--- config.mk ---
export PLATFORM = sky130hd
export DESIGN_NAME = lbrh_ctrl
export DESIGN_NICKNAME = d
export VERILOG_FILES = /design/src/design/lbrh_pkg.sv /design/src/design/lbrh_ctrl.sv
export SDC_FILE = /design/constraint.sdc
export NUM_CORES = 1
export LEC_CHECK = 0
export BUFFER_PORTS_ARGS = -buffer_cell sky130_fd_sc_hd__buf_2
export CAP_MARGIN = 10
export CORE_UTILIZATION = 25
export DETAILED_ROUTE_END_ITERATION = 6
export GPL_TIMING_DRIVEN = 0
export SYNTH_ARGS = -nofsm -noshare
export SYNTH_HDL_FRONTEND = slang
export SYNTH_SLANG_ARGS = --single-unit
export TNS_END_PERCENT = 10
--- constraint.sdc ---
create_clock -name i_clk -period 1.6 [get_ports i_clk]
set_input_delay 0.24 -clock i_clk [delete_from_list [all_inputs] [get_ports i_clk]]
set_output_delay 0.24 -clock i_clk [all_outputs]
set_load 0.01 [all_outputs]
--- src/design/lbrh_pkg.sv ---
// Package for the log-binned radius histogram: sizes, state and command types.
// Used by every module in the design folder; depends on nothing.
package lbrh_pkg;

    localparam int BINS = 1600;
    localparam int BIN_W = 11;
    localparam int CNT_W = 32;
    localparam int FRAC_BITS = 24;
    localparam logic [28:0] LN2_Q28 = 29'd186065279;
    localparam logic [CNT_W-1:0] CNT_MAX = '1;

    localparam logic [0:0] REQ_SAMPLE = 1'b0;
    localparam logic [0:0] REQ_READ = 1'b1;

    localparam logic [0:0] REG_LOG_MIN = 1'b0;
    localparam logic [0:0] REG_LOG_MAX = 1'b1;

    typedef enum logic [3:0] {
        ST_CLEAR,
        ST_IDLE,
        ST_NORM,
        ST_SQR,
        ST_MUL,
        ST_RANGE,
        ST_DIV,
        ST_RD,
        ST_WR,
        ST_OUT
    } t_state;

    typedef struct packed {
        logic clr_step;
        logic load;
        logic norm_step;
        logic sqr_start;
        logic sqr_step;
        logic mul_lo;
        logic mul_hi;
        logic range_chk;
        logic div_start;
        logic div_step;
        logic mem_rd;
        logic mem_wr;
        logic out_load;
    } t_cmd;

    typedef struct packed {
        logic clr_done;
        logic is_read;
        logic skip;
        logic norm_done;
        logic sqr_done;
        logic in_range;
        logic div_done;
    } t_status;

endpackage

--- src/design/lbrh_ctrl.sv ---
// Controller state machine for the log-binned radius histogram.
// Depends on lbrh_pkg; drives lbrh_datapath through command signals only.
module lbrh_ctrl (
    input  logic              i_clk,
    input  logic              i_rst_n,
    input  logic              i_in_valid,
    output logic              o_in_ready,
    input  logic              i_out_busy,
    input  lbrh_pkg::t_status i_status,
    output lbrh_pkg::t_cmd    o_cmd
);

    lbrh_pkg::t_state r_state, n_state;

    always_ff @(posedge i_clk) begin
        if (!i_rst_n) begin
            r_state <= lbrh_pkg::ST_CLEAR;
        end else begin
            r_state <= n_state;
        end
    end

    always_comb begin
        n_state = r_state;
        unique case (r_state)
            lbrh_pkg::ST_CLEAR: if (i_status.clr_done) n_state = lbrh_pkg::ST_IDLE;
            lbrh_pkg::ST_IDLE:  if (i_in_valid) n_state = lbrh_pkg::ST_NORM;
            lbrh_pkg::ST_NORM: begin
                if (i_status.is_read) n_state = lbrh_pkg::ST_RD;
                else if (i_status.skip) n_state = lbrh_pkg::ST_OUT;
                else if (i_status.norm_done) n_state = lbrh_pkg::ST_SQR;
            end
            lbrh_pkg::ST_SQR:   if (i_status.sqr_done) n_state = lbrh_pkg::ST_MUL;
            lbrh_pkg::ST_MUL:   n_state = lbrh_pkg::ST_RANGE;
            lbrh_pkg::ST_RANGE: n_state = i_status.in_range ? lbrh_pkg::ST_DIV
                                                            : lbrh_pkg::ST_OUT;
            lbrh_pkg::ST_DIV:   if (i_status.div_done) n_state = lbrh_pkg::ST_RD;
            lbrh_pkg::ST_RD:    n_state = i_status.is_read ? lbrh_pkg::ST_OUT
                                                           : lbrh_pkg::ST_WR;
            lbrh_pkg::ST_WR:    n_state = lbrh_pkg::ST_OUT;
            lbrh_pkg::ST_OUT:   if (!i_out_busy) n_state = lbrh_pkg::ST_IDLE;
            default:            n_state = lbrh_pkg::ST_IDLE;
        endcase
    end

    always_comb begin
        o_cmd = '0;
        o_in_ready = 1'b0;
        unique case (r_state)
            lbrh_pkg::ST_CLEAR: o_cmd.clr_step = 1'b1;
            lbrh_pkg::ST_IDLE: begin
                o_in_ready = 1'b1;
                o_cmd.load = i_in_valid;
            end
            lbrh_pkg::ST_NORM: begin
                o_cmd.norm_step = 1'b1;
                o_cmd.sqr_start = i_status.norm_done;
                o_cmd.mem_rd = i_status.is_read;
            end
            lbrh_pkg::ST_SQR: begin
                o_cmd.sqr_step = 1'b1;
                o_cmd.mul_lo = i_status.sqr_done;
            end
            lbrh_pkg::ST_MUL: o_cmd.mul_hi = 1'b1;
            lbrh_pkg::ST_RANGE: begin
                o_cmd.range_chk = 1'b1;
                o_cmd.div_start = 1'b1;
            end
            lbrh_pkg::ST_DIV: begin
                o_cmd.div_step = 1'b1;
            end
            lbrh_pkg::ST_RD: begin
                o_cmd.out_load = i_status.is_read;
                o_cmd.mem_rd = !i_status.is_read;
            end
            lbrh_pkg::ST_WR: begin
                o_cmd.mem_wr = 1'b1;
                o_cmd.out_load = 1'b1;
            end
            lbrh_pkg::ST_OUT: o_cmd.out_load = 1'b0;
            default: o_cmd = '0;
        endcase
    end

endmodule

== Word level (Yosys, flattened, before mapping) ==
Index checks and enable logic that the tools add are counted.

* Bitwise gates (word level): 0
* Divide/modulo/power cells: 0
* Add/sub/neg operators: 0
* $lt $le $gt $ge: 0
* Reductions and logical operators: 3
* Shift operators: 0
* Multipliers: 0
* Equal/unequal tests: 15
* Multiplexer cells: 22

{| class="wikitable"
|+ Operator list
! operator !! number
|-
| $pmux W4 S10 || 1
|-
| $mux W4 || 9
|-
| $eq A4 B3 Y1 const B || 4
|-
| $ne A2 B2 Y1 const B || 5
|-
| $eq A4 B2 Y1 const B || 2
|-
| $eq A4 B4 Y1 const B || 2
|-
| $mux W1 || 7
|-
| $mux W2 || 3
|-
| $reduce_and A6 Y1 || 1
|-
| $eq A4 B1 Y1 const B || 1
|-
| $logic_not A4 Y1 || 1
|-
| $ne A4 B4 Y1 const B || 1
|-
| $pmux W1 S2 || 2
|-
| $logic_not A1 Y1 || 1
|}

* Memory bits (writable): 0
* Register bits after elaboration: 4
* Bits in latches: 0
* Memories: 0
* ROM bits: 0
* Logic and storage cells: 41
* Input bits: 11

== Longest topological paths before layout ==
Gate-level depths: netlist (run 1).

* Word-level depth: 4
* Depth in mapped cells: 6
* Mapped depth without buffers: 4

== Worst setup path after synthesis (run 1) ==
Ideal clock, no wire load.

* Path type: register to output
* From: register r_state[1]
* To: output port o_cmd[7] (netlist name)
* Path buffers: 1
* Path slack: 0.126 ns
* Stages on the path, launching flop included: 5
* Arrival time: 1.234 ns
* Required time: 1.360 ns
* Cell sequence: dfxtp_1 > buf_2 > nand2_1 > nor3_1 > and2_1

{| class="wikitable"
|+ RTL lines
! what !! line !! RTL
|-
| from (decl) || lbrh_ctrl.sv:13 || <nowiki>lbrh_pkg::t_state r_state, n_state;</nowiki>
|-
| from (signal assigned) || lbrh_ctrl.sv:17 || <nowiki>r_state <= lbrh_pkg::ST_CLEAR;</nowiki>
|-
| from (signal assigned) || lbrh_ctrl.sv:19 || <nowiki>r_state <= n_state;</nowiki>
|-
| to (decl) || lbrh_ctrl.sv:10 || <nowiki>output lbrh_pkg::t_cmd o_cmd</nowiki>
|}

==> results.sh, run 1 <==
export IMPL_rows=15
export IMPL_wl_met3_um=71
export IMPL_final_common_cell="buf_2"
export IMPL_grt_max_degree=11
export IMPL_wirelength_um=1480
export IMPL_dieArea_sq_um=2090
export IMPL_crit_fanout=8
export IMPL_final_area_sq_um=803
export IMPL_ys_warn_count=0
export IMPL_path_buf_inv=3
export IMPL_tritoncts="yes"
export IMPL_clk_latency_ps=230
export IMPL_rsz0062_at_grt="yes"
export IMPL_finalWorstSetupSlack_ps=-32.1
export IMPL_synth_enable_flop_cells=0
export IMPL_ir_worst_vdd_mv=0.513
export IMPL_final_layout_size_suffix_gt1_share_pct=53.3
export IMPL_cts_htree_levels=1
export IMPL_numPortBuffers=24
export IMPL_synth_distinct_cells=26
export IMPL_cts_sinks=4
export IMPL_maxCapViolCount=0
export IMPL_wl_met1_um=632
export IMPL_nFillCells=198
export IMPL_ys_seq_area_share_pct=16.8
export IMPL_die_x_um=45.7
export IMPL_hp_class="primary input to register"
export IMPL_cts_root_buf="clkbuf_4"
export IMPL_violations="negative setup slack"
export IMPL_gp_congestion=0.745
export IMPL_ant_nets=0
export IMPL_period_minus_slack_ps=1630
export IMPL_worstMarginPinSlew_ps=287
export IMPL_syn_to_final_growth_pct=68.1
export IMPL_start_util_pct=27.1
export IMPL_powerDensity_nw_per_um2=1310
export IMPL_maxSlewHeadroom_pct=80.8
export IMPL_comb_power_share_pct=72.6
export IMPL_switching_share_pct=41.1
export IMPL_top_regs="r_state x4"
export IMPL_slowest_stage="dfxtp_2"
export IMPL_largest_reg_flops=4
export IMPL_ys_ff_latch=4
export IMPL_layout_common_cells="24 x buf_2, 10 x buf_4, 7 x nor2_1"
export IMPL_detailed_place_hpwl_um=1010
export IMPL_period_share_pct=102
export IMPL_clkTransAtPathRegs_ps=30
export IMPL_ios=25
export IMPL_routed_wl_met2_um=777
export IMPL_p_leak_uw=0.000393
export IMPL_top_layer_used="met3"
export IMPL_cts_hold_buf=0
export IMPL_syn_area_per_cell_sq_um=7.03
export IMPL_required_ps=1360
export IMPL_critPathMaxStageDelay_ps=310
export IMPL_drtPass1Iterations=4
export IMPL_diodes=0
export IMPL_die_h_um=45.7
export IMPL_grt_pass1_vias=503
export IMPL_grt_pass1_wl_um=2150
export IMPL_preCtsSetupSlack_ps=24.5
export IMPL_cp_data_arrival_time_ps=1390
export IMPL_vias=612
export IMPL_async_flop_share_pct=0
export IMPL_postSynthCellCount=68
export IMPL_drv_slew=0
export IMPL_drc=0
export IMPL_grt_overflow=0
export IMPL_vias_per_cell=4.71
export IMPL_cts_buffers_inserted=3
export IMPL_cp_start_kind="register"
export IMPL_clockPowerShare_pct=11.3
export IMPL_cp_cell_sequence="buf_6 > buf_8 > nand2_2 > nor2_1 > a21oi_1 > nor3b_1 > buf_2"
export IMPL_nNetsFinal=118
export IMPL_hold_viol_final=0
export IMPL_max_clock_freq_mhz=613
export IMPL_core_area_sq_um=1760
export IMPL_critPathCaptureType="primary output"
export IMPL_p_seq_share_pct=16.0
export IMPL_wl_per_cell_um=11.4
export IMPL_p_int_uw=619
export IMPL_p_sw_uw=432
export IMPL_path_delay_family="buffers and inverters"
export IMPL_place_area_sq_um=629
export IMPL_skew_ps=1.30
export IMPL_syn_nets=79
export IMPL_cts_buffer_depth=2
export IMPL_syn_area_sq_um=478
export IMPL_drtIter0Drc=10
export IMPL_synth_ff_type="dfxtp_1"
export IMPL_top_register="r_state"
export IMPL_track_usage_pct=14.3
export IMPL_power_uw=1050
export IMPL_antenna_found_initial=0
export IMPL_setup_viol=1
export IMPL_status="finished, violations left"
export IMPL_crit_type="register to primary output"
## worst min-delay path, cell delays in order
cell and delay [ps]:
buf_2 130, nand3_1 70, a21oi_1 40
## cells by family (layout without fill, tap and decap cells)
logic type             after synthesis  count (layout)  synth area share [%]
AOI/OAI and AO/OA                   11              11                  13.1
buffers and inverters                7              44                  7.59
DFF                                  4               4                  16.8
muxes                                4               4                  9.42
and+or+nand+nor                     42              42                  53.1
## routing by layer
layer / GRT usage [%] / vias up
met3: 1.19 / 0
met1: 17.8 / 275
met4: 7.06 / 0
li1: - / 315
met5: 0 / -
met2: 24.3 / 22
## timing repair
action / CTS / global route
setup buffers: 0 / 10
resized for setup: 9 / 15
pin swaps: 1 / 5
setup endpoints to repair: 9 / 7
hold endpoints to repair: 0 / 0
## power by group through the flow
stage	Clock, uW	Sequential, uW	Combinational, uW
5_1_grt	133	172	830
2_1_floorplan	0	155	392
3_5_place_dp	0	167	536
3_3_place_gp	0	166	531
4_1_cts	129	171	569
6_report	119	168	763
## synthesized netlist by cell type (2+ instances only)
cell type | n | area [sq um]
nor3_1 | 5 | 25.0
mux2i_1 | 3 | 30.0
dfxtp_1 | 4 | 80.1
and2_1 | 3 | 18.8
nor3b_1 | 2 | 15.0
buf_2 | 5 | 25.0
nand2b_1 | 6 | 37.5
nand2_1 | 8 | 30.0
nor4b_2 | 2 | 30.0
o21ai_0 | 2 | 10.0
nor2_1 | 7 | 26.3
nor2b_1 | 2 | 12.5
a21oi_1 | 5 | 25.0
nand3_1 | 2 | 10.0
## per-stage QoR
step / utilization, % / hold slack (ps) / TNS (ps) / std cells
finish: 45.5 / 295 / -32.1 / 130
global route: 45.5 / 294 / -145 / 130
CTS: 38.4 / 288 / -47.2 / 120
detailed placement: 35.7 / 537 / 0 / 117
global placement: 35.7 / 538 / 0 / 117
floorplan: - / 368 / 0 / 68
## final cells by class
class / instances / area (sq um) / share of cell area [%]
repair buffers: 34 / 193 / 24.0
well taps: 25 / 31.3 / 3.89
plain buffers: 6 / 71.3 / 8.88
clock buffers: 3 / 22.5 / 2.80
flip-flops and latches: 4 / 88.8 / 11.1
inverters: 1 / 3.75 / 0.467
multi-input cells: 57 / 393 / 48.9
## path summary, 6_finish.rpt
kind / startpoint / to / slack, ps / cells after the start
min: i_rst_n / r_state[0]$_SDFFE_PN0P_ / 300 / 3
max: r_state[2]$_SDFFE_PN0P_ / o_cmd[2] / -30 / 7
max reg2reg: r_state[1]$_SDFFE_PN0P_ / r_state[1]$_SDFFE_PN0P_ / 40 / 5
min reg2reg: r_state[1]$_SDFFE_PN0P_ / r_state[1]$_SDFFE_PN0P_ / 630 / 3
No activity file was read; power rests on OpenSTA's default activity.
==> run 2: changes to the inputs <==
==> constraint.sdc (replaced) <==
create_clock -name i_clk -period 1.4 [get_ports i_clk]
set_input_delay 0.21 -clock i_clk [delete_from_list [all_inputs] [get_ports i_clk]]
set_output_delay 0.21 -clock i_clk [all_outputs]
set_load 0.01 [all_outputs]
==> results.sh, run 2 (same netlist as run 1, synthesis figures left out) <==
export IMPL_dieArea_sq_um=2090
export IMPL_start_util_pct=27.1
export IMPL_skew_ps=3.31
export IMPL_crit_fanout=10
export IMPL_track_usage_pct=15.7
export IMPL_power_uw=1180
export IMPL_p_sw_uw=513
export IMPL_top_register="r_state"
export IMPL_final_common_cell="buf_2"
export IMPL_p_int_uw=672
export IMPL_detailed_place_hpwl_um=1020
export IMPL_grt_pass1_vias=553
export IMPL_ir_worst_vdd_mv=0.742
export IMPL_layout_common_cells="23 x buf_2, 7 x nand2_1, 6 x buf_6, 6 x nor2_1, 5 x a21oi_1"
export IMPL_period_minus_slack_ps=1500
export IMPL_drtIter0Drc=5
export IMPL_clk_latency_ps=230
export IMPL_cp_data_arrival_time_ps=1290
export IMPL_die_h_um=45.7
export IMPL_numPortBuffers=24
export IMPL_cts_hold_buf=0
export IMPL_critPathCaptureType="primary output"
export IMPL_period_share_pct=107
export IMPL_drc=0
export IMPL_comb_power_share_pct=70.5
export IMPL_hold_viol_final=0
export IMPL_crit_type="register to primary output"
export IMPL_wl_per_cell_um=12.3
export IMPL_vias=600
export IMPL_rsz0062_at_grt="yes"
export IMPL_required_ps=1190
export IMPL_grt_pass1_wl_um=2400
export IMPL_drv_slew=0
export IMPL_rows=15
export IMPL_vias_per_cell=4.84
export IMPL_gp_congestion=0.774
export IMPL_grt_max_degree=11
export IMPL_clockPowerShare_pct=11.5
export IMPL_syn_to_final_growth_pct=68.1
export IMPL_drtPass1Iterations=2
export IMPL_violations="negative setup slack"
export IMPL_wirelength_um=1530
export IMPL_diodes=0
export IMPL_maxSlewHeadroom_pct=81.5
export IMPL_ant_nets=0
export IMPL_cts_htree_levels=1
export IMPL_setup_viol=9
export IMPL_tns_ps=-570
export IMPL_core_area_sq_um=1760
export IMPL_tritoncts="yes"
export IMPL_ios=25
export IMPL_cts_sinks=4
export IMPL_p_seq_share_pct=18.0
export IMPL_nFillCells=199
export IMPL_nNetsFinal=112
export IMPL_p_leak_uw=0.000377
export IMPL_antenna_found_initial=0
export IMPL_powerDensity_nw_per_um2=1470
export IMPL_cts_root_buf="clkbuf_4"
export IMPL_status="finished, violations left"
export IMPL_cts_buffers_inserted=3
export IMPL_clkTransAtPathRegs_ps=40
export IMPL_die_x_um=45.7
export IMPL_top_regs="r_state x4"
export IMPL_final_util_pct=45.5
export IMPL_finalWorstSetupSlack_ps=-98.7
export IMPL_final_layout_size_suffix_gt1_share_pct=54.5
export IMPL_cts_buffer_depth=2
export IMPL_maxCapViolCount=0
export IMPL_cp_start_kind="register"
export IMPL_hp_class="primary input to register"
export IMPL_largest_reg_flops=4
export IMPL_worstMarginPinSlew_ps=277
export IMPL_max_clock_freq_mhz=667
export IMPL_grt_overflow=0
export IMPL_switching_share_pct=43.3
[run 2: per-stage QoR]
| stage | area, sq um | instances | hold WS [ps] | setup slack [ps] |
|---|---|---|---|---|
| after floorplan | 483 | 68 | 338 | -27.9 |
| after global placement | 634 | 117 | 504 | -159 |
| after detailed placement | 634 | 117 | 506 | -178 |
| after CTS | 767 | 124 | 258 | -123 |
| after global routing | 803 | 124 | 264 | -191 |
| final | 803 | 124 | 264 | -98.7 |
[run 2: per-layer routing]
metal  global-route usage [%]  vias up  share of wire (%)
met5                        0        -                  0
met4                     7.06        0                  0
met3                     1.59        0                5.4
met2                     29.1       17                 53
met1                     17.9      282                 41
li1                         -      301                  -
[run 2: power by group through the flow]
stage	clock network [uW]	registers (uW)	logic [uW]
CTS	146	204	776
global route	150	217	900
detailed placement	0	188	614
finish	136	213	835
floorplan	0	177	451
global placement	0	189	610
[run 2: path summary, 6_finish.rpt]
kind                           startpoint                       to  slack [ps]  depth (start not counted)
setup / recovery  r_state[1]$_SDFFE_PN0P_                o_cmd[11]        -100                          5
hold / removal                    i_rst_n  r_state[3]$_SDFFE_PN0P_         260                          2
setup reg to reg  r_state[1]$_SDFFE_PN0P_  r_state[2]$_SDFFE_PN0P_         -60                          4
hold reg to reg   r_state[0]$_SDFFE_PN0P_  r_state[0]$_SDFFE_PN0P_         650                          3
[run 2: cell type report]
| cell class | instances | area (sq um) | share of cell area, % |
|---|---|---|---|
| multi-input cells | 57 | 423 | 52.6 |
| repair buffers | 28 | 160 | 19.9 |
| flip-flops and latches | 4 | 87.6 | 10.9 |
| plain buffers | 6 | 75.1 | 9.35 |
| well taps | 25 | 31.3 | 3.89 |
| clock buffers | 3 | 22.5 | 2.80 |
| inverters | 1 | 3.75 | 0.467 |
[run 2: what timing repair did]
action,CTS,global route
buffers inserted,4,0
gates resized for setup,22,10
gates cloned,0,0
setup endpoints to repair,15,17
pin swaps,3,3
[run 2: worst max-delay path: stages (launching register included)]
cell and delay (ps):
dfxtp_4 370, buf_8 150, nand2b_4 160, nor3_2 120, and2_1 140, buf_2 120
==> run 3: changes to the inputs <==
--- a/config.mk
+++ b/config.mk
@@ -10,6 +10,7 @@
 export CORE_UTILIZATION = 25
 export DETAILED_ROUTE_END_ITERATION = 6
 export GPL_TIMING_DRIVEN = 0
+export PLACE_DENSITY = 0.51
 export SYNTH_ARGS = -nofsm -noshare
 export SYNTH_HDL_FRONTEND = slang
 export SYNTH_SLANG_ARGS = --single-unit
==> results.sh, run 3 (same netlist as run 1, synthesis figures left out) <==
export IMPL_final_layout_size_suffix_gt1_share_pct=59.6
export IMPL_top_regs="r_state x4"
export IMPL_ios=25
export IMPL_worstMarginPinSlew_ps=409
export IMPL_place_area_sq_um=634
export IMPL_use_met2_pct=25.1
export IMPL_path_buf_inv=3
export IMPL_max_clock_freq_mhz=656
export IMPL_ant_nets=0
export IMPL_final_area_sq_um=936
export IMPL_hp_class="primary input to register"
export IMPL_cp_data_arrival_time_ps=1320
export IMPL_dieArea_sq_um=2090
export IMPL_drc=0
export IMPL_tns_ps=-770
export IMPL_numPortBuffers=24
export IMPL_largest_reg_flops=4
export IMPL_wl_per_cell_um=13.7
export IMPL_cp_start_kind="register"
export IMPL_skew_ps=11.4
export IMPL_crit_fanout=6
export IMPL_cts_htree_levels=1
export IMPL_p_int_uw=872
export IMPL_top_register="r_state"
export IMPL_grt_overflow=0
export IMPL_vias=676
export IMPL_grt_pass1_vias=532
export IMPL_switching_share_pct=41.6
export IMPL_grt_pass1_wl_um=2300
export IMPL_grt_use_met3_pct=2.78
export IMPL_seqCellArea_sq_um=92.6
export IMPL_met1_usage_pct=19.3
export IMPL_cts_buffers_inserted=3
export IMPL_die_h_um=45.7
export IMPL_placed_cells=117
export IMPL_clkTransAtPathRegs_ps=40
export IMPL_antenna_found_initial=0
export IMPL_drtIter0Drc=16
export IMPL_multi_input_area_sq_um=464
export IMPL_clk_latency_ps=240
export IMPL_path_delay_family="buffers and inverters"
export IMPL_period_minus_slack_ps=1530
export IMPL_vias_per_cell=5.04
export IMPL_nFillCells=173
export IMPL_busiest_layer="met2"
export IMPL_p_leak_uw=0.000449
export IMPL_crit_type="register to primary output"
export IMPL_maxCapViolCount=0
export IMPL_cts_hold_buf=0
export IMPL_cts_root_buf="clkbuf_4"
export IMPL_period_share_pct=109
export IMPL_hold_viol_final=0
export IMPL_maxSlewHeadroom_pct=72.7
export IMPL_critPathMaxStageDelay_ps=360
export IMPL_hold_slack_ps=244
export IMPL_setup_viol=12
export IMPL_status="finished, violations left"
export IMPL_violations="negative setup slack"
export IMPL_p_seq_share_pct=15.7
export IMPL_start_util_pct=27.1
export IMPL_gp_congestion=0.755
export IMPL_cts_sinks=4
export IMPL_die_x_um=45.7
export IMPL_syn_to_final_growth_pct=95.8
export IMPL_diodes=0
export IMPL_cp_cell_sequence="buf_6 > buf_4 > nor4_4 > buf_2"
export IMPL_powerDensity_nw_per_um2=1590
export IMPL_rsz0062_at_grt="yes"
export IMPL_fin_cells=134
export IMPL_critPathCaptureType="primary output"
export IMPL_drtPass1Iterations=4
export IMPL_drv_slew=0
export IMPL_nNetsFinal=122
export IMPL_ir_worst_vdd_mv=0.682
export IMPL_grt_max_degree=11
export IMPL_detailed_place_hpwl_um=1030
export IMPL_tritoncts="yes"
export IMPL_rows=15
export IMPL_required_ps=1190
export IMPL_wirelength_um=1830
export IMPL_final_common_cell="buf_2"
export IMPL_cts_buffer_depth=2
export IMPL_layout_common_cells="24 x buf_2, 12 x buf_4, 7 x nor2_1, 7 x nand2_1"
export IMPL_core_area_sq_um=1760
export IMPL_comb_power_share_pct=74.5
export IMPL_track_usage_pct=15.3
export IMPL_finalWorstSetupSlack_ps=-125
export IMPL_slowest_stage="dfxtp_4"
export IMPL_clockPowerShare_pct=9.8
export IMPL_p_sw_uw=620
## run 3: changes by cell type in the layout (fill, tap and decap cells not counted), moves of 2 or more
cell | previous run | this run
nor3_4 | 0 | 2
dfxtp_2 | 3 | 1
dfxtp_4 | 1 | 3
buf_4 | 3 | 12
## run 3: what timing repair did
item,in CTS,in global routing
resized for setup,23,14
endpoints found under the setup margin,16,16
setup buffers,8,6
gates cloned,0,1
pin swaps,4,7
## run 3: power by group through the flow
stage	registers, uW	clock network [uW]	logic [uW]
global route	236	163	1170
finish	234	147	1110
global placement	191	0	613
detailed placement	190	0	616
floorplan	177	0	451
CTS	202	143	879
## run 3: final cells by class
class | count | area share [%]
Timing Repair Buffer | 39 | 27.9
Buffer | 5 | 6.42
Multi-Input combinational cell | 57 | 49.6
Clock buffer | 3 | 2.41
Tap cell | 25 | 3.34
Inverter | 1 | 0.401
Sequential cell | 4 | 9.89
## run 3: routing by layer
metal | up-vias | share of wire (%)
met5 | - | 0
met4 | 0 | 2.3
met3 | 6 | 6.1
met2 | 29 | 51
met1 | 317 | 41
li1 | 324 | -
## run 3: metrics by stage
step | total power (uW) | util [%] | setup slack, ps
3_5_place_dp | 806 | 36.0 | -156
5_1_grt | 1570 | 53.0 | -159
4_1_cts | 1220 | 45.6 | -131
6_report | 1490 | 53.0 | -125
2_1_floorplan | 628 | - | -27.9
3_3_place_gp | 804 | 36.0 | -167
## run 3: worst paths after layout
check | start | end | slack [ps] | cells after the start
worst min-delay path | i_rst_n | r_state[0]$_SDFFE_PN0P_ | 240 | 3
worst max register to register | r_state[1]$_SDFFE_PN0P_ | r_state[1]$_SDFFE_PN0P_ | -50 | 4
worst max-delay path | r_state[1]$_SDFFE_PN0P_ | o_cmd[12] | -130 | 4
worst min register to register | r_state[0]$_SDFFE_PN0P_ | r_state[0]$_SDFFE_PN0P_ | 700 | 3
## run 3: worst min-delay path, stage by stage
cell     delay, ps
buf_2          130
nand3_1         70
a21oi_1         40
